File: src/rtl/ptbl_pkg.sv
// shared types and constants for the peer table
package ptbl_pkg;

	localparam int IP_W     = 32;
	localparam int PORT_W   = 16;
	localparam int TIME_W   = 32;
	localparam int KEY_W    = IP_W + PORT_W;
	localparam int STATUS_W = 2;
	localparam int INDEX_W  = 4;
	localparam int OCC_W    = 5;
	localparam int LIMIT_W  = 5;

	// limit after reset, before saturation to the table depth
	localparam int LIMIT_RESET = 16;

	// result status codes
	localparam logic [STATUS_W-1:0] STATUS_REFRESHED = 2'd0;
	localparam logic [STATUS_W-1:0] STATUS_INSERTED  = 2'd1;
	localparam logic [STATUS_W-1:0] STATUS_FULL      = 2'd2;

	typedef struct packed {
		logic [IP_W-1:0]   peer_ip;
		logic [PORT_W-1:0] peer_port;
		logic [TIME_W-1:0] now_ms;
	} in_word_t;

	typedef struct packed {
		logic [STATUS_W-1:0] status;
		logic [INDEX_W-1:0]  entry_index;
		logic [OCC_W-1:0]    occupancy;
	} out_word_t;

endpackage

File: src/rtl/peer_table_insert_or_refresh_top.sv
// peer table: search for a peer key, refresh its time, append it, or report the table full
// a result is loaded once the scan reaches a hit or passes the occupied entries; a stalled
// result holds the commit, and the next word can be taken in the cycle after the result is
// loaded, so a new word is not taken until the previous word's result has been loaded
// reset clears the occupancy and sets the limit to min(16, TABLE_DEPTH); memories kept
module peer_table_insert_or_refresh_top #(
	parameter int TABLE_DEPTH = 16
) (
	input  logic                           clk,
	input  logic                           arst_n,
	input  logic                           in_valid,
	output logic                           in_ready,
	input  ptbl_pkg::in_word_t             in_data,
	output logic                           out_valid,
	input  logic                           out_ready,
	output ptbl_pkg::out_word_t            out_data,
	input  logic                           cfg_we,
	input  logic [ptbl_pkg::LIMIT_W-1:0]   cfg_data
);

	localparam int IDX_W = (TABLE_DEPTH > 1) ? $clog2(TABLE_DEPTH) : 1;
	localparam int CNT_W = $clog2(TABLE_DEPTH + 1);
	localparam int LIMIT_RST = (TABLE_DEPTH < ptbl_pkg::LIMIT_RESET) ?
		TABLE_DEPTH : ptbl_pkg::LIMIT_RESET;

	typedef enum logic [1:0] {
		ST_IDLE,
		ST_SCAN,
		ST_COMMIT
	} state_t;

	state_t              state_q;
	logic [CNT_W-1:0]    used_q;
	logic [CNT_W-1:0]    limit_q;
	logic [CNT_W-1:0]    rd_idx_q;
	logic                vld_s1;
	logic [IDX_W-1:0]    idx_s1;
	logic                hit_q;
	logic [IDX_W-1:0]    hit_idx_q;
	logic                out_valid_q;
	ptbl_pkg::in_word_t  in_q;
	ptbl_pkg::out_word_t out_q;

	logic [ptbl_pkg::KEY_W-1:0]  key_q;
	logic [ptbl_pkg::KEY_W-1:0]  rd_key;
	logic [ptbl_pkg::TIME_W-1:0] rd_time;
	logic                        issue;
	logic                        match;
	logic                        commit_fire;
	logic                        do_insert;
	logic                        mem_we;
	logic                        key_we;
	logic [IDX_W-1:0]            waddr;
	logic [IDX_W-1:0]            raddr;
	logic [31:0]                 cfg_ext;
	logic [CNT_W-1:0]            limit_in;
	logic [CNT_W-1:0]            occ_nxt;
	logic [IDX_W-1:0]            idx_nxt;
	logic [31:0]                 occ_ext;
	logic [31:0]                 idx_ext;
	ptbl_pkg::out_word_t         out_nxt;

	assign key_q = {in_q.peer_ip, in_q.peer_port};

	// written limit saturates at the table depth
	assign cfg_ext  = 32'(cfg_data);
	assign limit_in = (cfg_ext > 32'(TABLE_DEPTH)) ? CNT_W'(TABLE_DEPTH) : CNT_W'(cfg_ext);

	// scan: one read issued per cycle, each compared in the cycle after its read
	assign issue = (rd_idx_q < used_q);
	assign raddr = rd_idx_q[IDX_W-1:0];
	assign match = vld_s1 && (rd_key == key_q);

	// commit: decide, write back and load the result register
	assign commit_fire = (state_q == ST_COMMIT) && (!out_valid_q || out_ready);
	assign do_insert   = !hit_q && (used_q < limit_q);
	assign mem_we      = commit_fire && (hit_q || do_insert);
	assign key_we      = commit_fire && do_insert;
	assign waddr       = hit_q ? hit_idx_q : used_q[IDX_W-1:0];

	always_comb begin
		occ_nxt = used_q;
		idx_nxt = '0;
		out_nxt.status = ptbl_pkg::STATUS_FULL;
		if (hit_q) begin
			idx_nxt = hit_idx_q;
			out_nxt.status = ptbl_pkg::STATUS_REFRESHED;
		end else if (do_insert) begin
			idx_nxt = used_q[IDX_W-1:0];
			occ_nxt = used_q + CNT_W'(1);
			out_nxt.status = ptbl_pkg::STATUS_INSERTED;
		end
		occ_ext = 32'(occ_nxt);
		idx_ext = 32'(idx_nxt);
		out_nxt.entry_index = idx_ext[ptbl_pkg::INDEX_W-1:0];
		out_nxt.occupancy   = occ_ext[ptbl_pkg::OCC_W-1:0];
	end

	// key memory, read during the scan, written on insert
	ptbl_ram #(
		.WIDTH (ptbl_pkg::KEY_W),
		.DEPTH (TABLE_DEPTH)
	) u_key_ram (
		.clk   (clk),
		.we    (key_we),
		.waddr (waddr),
		.wdata (key_q),
		.raddr (raddr),
		.rdata (rd_key)
	);

	// last-seen time memory, written on refresh and insert
	ptbl_ram #(
		.WIDTH (ptbl_pkg::TIME_W),
		.DEPTH (TABLE_DEPTH)
	) u_time_ram (
		.clk   (clk),
		.we    (mem_we),
		.waddr (waddr),
		.wdata (in_q.now_ms),
		.raddr (raddr),
		.rdata (rd_time)
	);

	// sequencer, occupancy, limit and result handshake
	always_ff @(posedge clk or negedge arst_n) begin
		if (!arst_n) begin
			state_q     <= ST_IDLE;
			used_q      <= '0;
			limit_q     <= CNT_W'(LIMIT_RST);
			rd_idx_q    <= '0;
			vld_s1      <= 1'b0;
			hit_q       <= 1'b0;
			out_valid_q <= 1'b0;
		end else begin
			if (cfg_we) begin
				limit_q <= limit_in;
			end
			if (out_valid_q && out_ready && !commit_fire) begin
				out_valid_q <= 1'b0;
			end
			unique case (state_q)
				ST_IDLE: begin
					if (in_valid) begin
						state_q  <= ST_SCAN;
						rd_idx_q <= '0;
						vld_s1   <= 1'b0;
					end
				end
				ST_SCAN: begin
					priority if (match) begin
						state_q <= ST_COMMIT;
						hit_q   <= 1'b1;
						vld_s1  <= 1'b0;
					end else if (!issue && !vld_s1) begin
						state_q <= ST_COMMIT;
						hit_q   <= 1'b0;
					end else begin
						vld_s1 <= issue;
						if (issue) begin
							rd_idx_q <= rd_idx_q + CNT_W'(1);
						end
					end
				end
				ST_COMMIT: begin
					if (commit_fire) begin
						state_q     <= ST_IDLE;
						used_q      <= occ_nxt;
						out_valid_q <= 1'b1;
					end
				end
				default: begin
					state_q <= ST_IDLE;
				end
			endcase
		end
	end

	// payload registers
	always_ff @(posedge clk) begin
		if (in_valid && in_ready) begin
			in_q <= in_data;
		end
		if (state_q == ST_SCAN) begin
			idx_s1 <= rd_idx_q[IDX_W-1:0];
			if (match) begin
				hit_idx_q <= idx_s1;
			end
		end
		if (commit_fire) begin
			out_q <= out_nxt;
		end
	end

	assign in_ready  = (state_q == ST_IDLE);
	assign out_valid = out_valid_q;
	assign out_data  = out_q;

	// occupancy never passes the table depth
	a_used_bound: assert property (@(posedge clk) disable iff (!arst_n)
		used_q <= CNT_W'(TABLE_DEPTH))
		else $error("occupancy beyond table depth");

	// a new result appears only out of a commit
	a_result_src: assert property (@(posedge clk) disable iff (!arst_n)
		$rose(out_valid_q) |-> $past(state_q == ST_COMMIT))
		else $error("result without commit");

	// an insert grows the occupancy by exactly one
	a_insert_grow: assert property (@(posedge clk) disable iff (!arst_n)
		key_we |=> (used_q == $past(used_q) + CNT_W'(1)))
		else $error("insert did not grow occupancy");

	// a hit always points at an occupied entry
	a_hit_in_range: assert property (@(posedge clk) disable iff (!arst_n)
		(state_q == ST_COMMIT && hit_q) |-> (CNT_W'(hit_idx_q) < used_q))
		else $error("hit index outside occupied entries");

	// the scan read pointer never passes the occupancy
	a_scan_bound: assert property (@(posedge clk) disable iff (!arst_n)
		(state_q == ST_SCAN) |-> (rd_idx_q <= used_q))
		else $error("scan pointer past occupancy");

	// every occupied entry read by the scan holds a written time
	a_time_known: assert property (@(posedge clk) disable iff (!arst_n)
		(state_q == ST_SCAN && vld_s1) |-> !$isunknown(rd_time))
		else $error("occupied entry with unwritten time");

endmodule

File: src/rtl/ptbl_ram.sv
// generic single write port ram with registered read
module ptbl_ram #(
	parameter int WIDTH = 32,
	parameter int DEPTH = 16
) (
	input  logic                                   clk,
	input  logic                                   we,
	input  logic [((DEPTH > 1) ? $clog2(DEPTH) : 1)-1:0] waddr,
	input  logic [WIDTH-1:0]                       wdata,
	input  logic [((DEPTH > 1) ? $clog2(DEPTH) : 1)-1:0] raddr,
	output logic [WIDTH-1:0]                       rdata
);

	logic [WIDTH-1:0] mem [DEPTH];
	logic [WIDTH-1:0] rdata_q;

	// write port
	always_ff @(posedge clk) begin
		if (we) begin
			mem[waddr] <= wdata;
		end
	end

	// registered read port
	always_ff @(posedge clk) begin
		rdata_q <= mem[raddr];
	end

	assign rdata = rdata_q;

endmodule

File: config.mk
export PLATFORM = sky130hd
export DESIGN_NAME = peer_table_insert_or_refresh_top
export DESIGN_NICKNAME = d
export VERILOG_FILES = /design/src/rtl/ptbl_pkg.sv /design/src/rtl/peer_table_insert_or_refresh_top.sv /design/src/rtl/ptbl_ram.sv
export SDC_FILE = /design/constraint.sdc
export NUM_CORES = 1
export LEC_CHECK = 0
export BUFFER_PORTS_ARGS = -buffer_cell sky130_fd_sc_hd__buf_2
export CAP_MARGIN = 10
export CORE_UTILIZATION = 30
export CTS_BUF_LIST = sky130_fd_sc_hd__clkbuf_8 sky130_fd_sc_hd__clkbuf_16
export DETAILED_ROUTE_END_ITERATION = 16
export PLACE_DENSITY = 0.42
export SYNTH_ARGS = -nofsm -noshare
export SYNTH_HDL_FRONTEND = slang
export SYNTH_SLANG_ARGS = --single-unit
File: constraint.sdc
create_clock -name clk -period 21 [get_ports clk]
set_clock_uncertainty 0.05 [all_clocks]
set_input_delay 0 -clock clk [delete_from_list [all_inputs] [get_ports clk]]
set_output_delay 0 -clock clk [all_outputs]
set_load 0.02 [all_outputs]
==> summary.md <==
| Metric | Value |
|---|---|
| Largest net degree at the start of global routing | `111` |
| Simple-Gate Fraction of Synth Area | `2.06%` |
| Final Instance Area | `40800 um^2` |
| RSZ-0062 raised after global routing | `false` |
| Mux share of post-synthesis cell area | `12.3%` |
| Pre-Repair DR Iteration Count | `5` |
| Critical path startpoint category | `register` |
| Syn Inst Count | `1783` |
| Maxcap violations | `0` |
| Via/cell ratio | `4.81` |
| Post-Syn Area per Cell | `19.2 um^2` |
| DRC viols | `0` |
| Crit path max-delay cell type | `buf_4` |
| I/O Buffers | `70` |
| Drt total wl | `around 89 mm` |
| R2R cell count | `8` |
| Layout cells sized above 1 | `20.8%` |
| Cell family with most CP delay | `buffers and inverters` |
| Cells after DPL | `approximately 3300` |
| CP Data Arrival Time | `4.37 ns` |
| Footprint of the multi-input gates | `7330 um^2` |
| Gpl congestion | `0.719` |
| Vias in the first global route | `18200` |
| Post-synth EDFFs | `835` |
| Post-synthesis register bit count | `903` |
| Total CTS buffers | `102` |
| VDD IR max | `between 0.07 and 0.08 mV` |
| First-pass GRT wire length | `128 mm` |
| Max Freq | `241 MHz` |
| Sequential cell area | `26500 um^2` |
| Top-level I/O count | `103` |
| Post-synth design cell area | `34200 um^2` |
| WP depth | `8` |
| Die area | `115000 um^2` |
| Post-synthesis xor/xnor area fraction | `1.05%` |
| Worst hold slack | `0.0390 ns` |
| Clk pin slew, worst setup/hold paths | `0.06 ns` |
| Final Hold Vio Count | `0` |
| Most frequent cells in the layout | `edfxtp_1 (835), mux2i_1 (146), o21ai_0 (105)` |
| Chip width | `340 um` |
| FF-to-FF setup slack | `16.86 ns` |
| Number of antenna-violating nets in the routed design | `0` |
| Status | `finished clean` |
| Layout Nets | `approximately 2100` |
| Crit path launch | `used_q[1]` |
| Mapped Nets | `1884` |
| Site Rows | `123` |
| # resized after CTS | `0` |
| Largest stage delay, worst path | `between 0.7 and 0.8 ns` |
| Worst Setup End Kind | `register` |
| Chip Height | `around 340 um` |
| Pwr dens | `roughly 120 nW/um^2` |
| R2R Path Start | `used_q[1]` |
| Buf+Inv Stages, Crit Path | `2` |
| Fill count | `10500` |
| Setup WS pre-CTS | `between 15 and 20 ns` |
| Crit-path max FO | `36` |
| R2R Path End | `u_key_ram.mem[12][30]` |
| Compound-Gate Fraction of Synth Area | `5.29%` |
| Area added between synthesis and finish | `19.1%` |
| TritonCTS clock tree | `built` |
| Internal Power | `3560 uW` |
| Layout Cells excl Fill | `3592` |
| Commonest non-fill, non-tap cell in the layout | `edfxtp_1` |
| Synth warn | `0` |
| Leakage | `0.0136 uW` |
| Setup_tns | `0 ns` |
| DP HPWL | `43.2 mm` |
| FFs w/ async S/R, synth | `2.21%` |
| CTS Sinks | `~900` |
| Final Cycle Share | `19.7%` |
| H-tree levels | `3` |
| Crit-path cells | `ha_1 -> a21o_1 -> a21o_1 -> o41ai_4 -> nand4_1 -> nor3_2 -> buf_4 -> buf_4` |
| Clk buf depth | `3` |
| Antenna violations before repair | `3` |
| Routed wire per std cell | `around 25 um` |
| Root buffer cell | `clkbuf_16` |
| Clock latency at the later pin of the worst-skew pair | `between 0.6 and 0.7 ns` |
| Worst slew pin tran | `about 1.3 ns` |
| Worst slew margin | `about an eighth` |
| CP Data Required Time | `21.22 ns` |
| Via count | `between 15000 and 20000` |
| DR iter-0 viols | `1148` |
| Worst setup margin | `16.86 ns` |
| Crit path capture | `u_key_ram.mem[12][30]` |
| Placed cell area | `36500 um^2` |
| Setup-failing EPs final | `0` |
| Logic pwr share | `between 20% and 30%` |
| Critical path class | `register to register` |
| Final Critical Period | `4.14 ns` |
| Switching Share | `29.0%` |
| Slew Viols, Final | `0` |
| Core Area | `113000 um^2` |
| Reg power frac | `43.6%` |
| Yosys cell types | `51` |
| Clock share of power | `34.2%` |
| GR Overflow Total | `0` |
| Post-synthesis sequential area ratio | `~78%` |
| All-layer global routing usage | `around 15%` |
| Net switching power | `1450 uW` |
| Adder-Cell Fraction of Synth Area | `0.402%` |
| Hold WC Path Type | `input pin to register` |
| Initial Utilization | `a little under a third` |
| Largest family of logic cells by synthesized area | `multiplexers` |
| Prevailing post-synth register cell | `edfxtp_1` |
==> power by group through the flow <==
stage / registers (uW) / logic [uW] / clock network (uW)
2_1_floorplan: 2150 / 829 / 0
3_3_place_gp: 2220 / 1130 / 0
3_5_place_dp: 2220 / 1120 / 0
4_1_cts: 2190 / 1140 / 1770
5_1_grt: 2200 / 1220 / 1830
6_report: 2180 / 1110 / 1710
==> routing by layer <==
layer | track usage, % | vias up | part of all wire, %
li1 | - | 7684 | -
met1 | 21.3 | 9165 | 46
met2 | 25.5 | 335 | 48
met3 | 2.40 | 106 | 3.6
met4 | 3.75 | 2 | 2.0
met5 | 0 | - | 0.0079
==> kinds of logic after synthesis <==
logic type / count (synthesis)
xor gates and xnor gates: 41
AOI/OAI and AO/OA: 280
and+or+nand+nor: 142
muxes: 294
DFF: 903
adders and majority gates: 11
buffers and inverters: 112
==> repair_timing <==
action / 4_1_cts / 5_1_grt
hold buffers: 97 / 0
setup buffers: 0 / 0
hold endpoints to repair: 80 / 0
==> area by class of cell <==
| class | instances | area share, % |
|---|---|---|
| multi-input combinational | 768 | 18.0 |
| sequential | 903 | 65.1 |
| tap | 1500 | 4.60 |
| inverter | 24 | 0.224 |
| antenna | 1 | 0.00614 |
| timing repair buffer | 209 | 4.08 |
| clock buffer | 115 | 6.73 |
| clock inverter | 72 | 1.28 |
==> through the flow <==
step / util, % / power, uW
global route: 36.1 / 5260
global placement: 32.4 / 3350
CTS: 36.1 / 5100
finish: 36.1 / 5010
detailed placement: 32.4 / 3350
floorplan: - / 2970
==> cells in the mapped netlist (36+ instances only) <==
cell type	number	area, um^2
a221oi_1	48	420
clkbuf_1	49	184
mux2_2	52	586
o21ai_0	105	526
edfxtp_1	835	25100
xnor2_1	36	315
a22oi_1	48	360
nand2_1	68	255
mux2i_1	146	1460
dfxtp_1	48	961
a21oi_1	51	255
mux4_2	96	2160
==> state kept, by name, indices dropped and copies added, names as in the netlist <==
register and count:
limit_q 5, in_q 48, u_key_ram.mem 768, u_key_ram.rdata 48, hit_q 1, out_data 11
idx_s1 4, out_valid 1, state_q 2, used_q 5, hit_idx_q 4, vld_s1 1
rd_idx_q 5
==> worst register-to-register path, stage by stage (launching register included) <==
cell     delay (ns)
dfrtp_1        0.61
ha_1           0.31
a21o_1         0.16
a21o_1         0.23
o41ai_4        0.54
nand4_1        0.53
nor3_2         0.24
buf_4          0.33
buf_4          0.73
==> worst min-delay path by stage <==
stage / to / slack, ns / from / cells after the start
final: in_q[60] / 0.04 / in_data[60] / 2
after global routing: in_q[65] / 0.007 / in_data[65] / 2
after CTS: in_q[65] / 0.0004 / in_data[65] / 2
after detailed placement: limit_q[3] / -0.04 / arst_n / 1
after global placement: limit_q[3] / -0.07 / arst_n / 1
after floorplan: hit_q / -0.35 / arst_n / 0
Power figures use the tool's default switching activity.
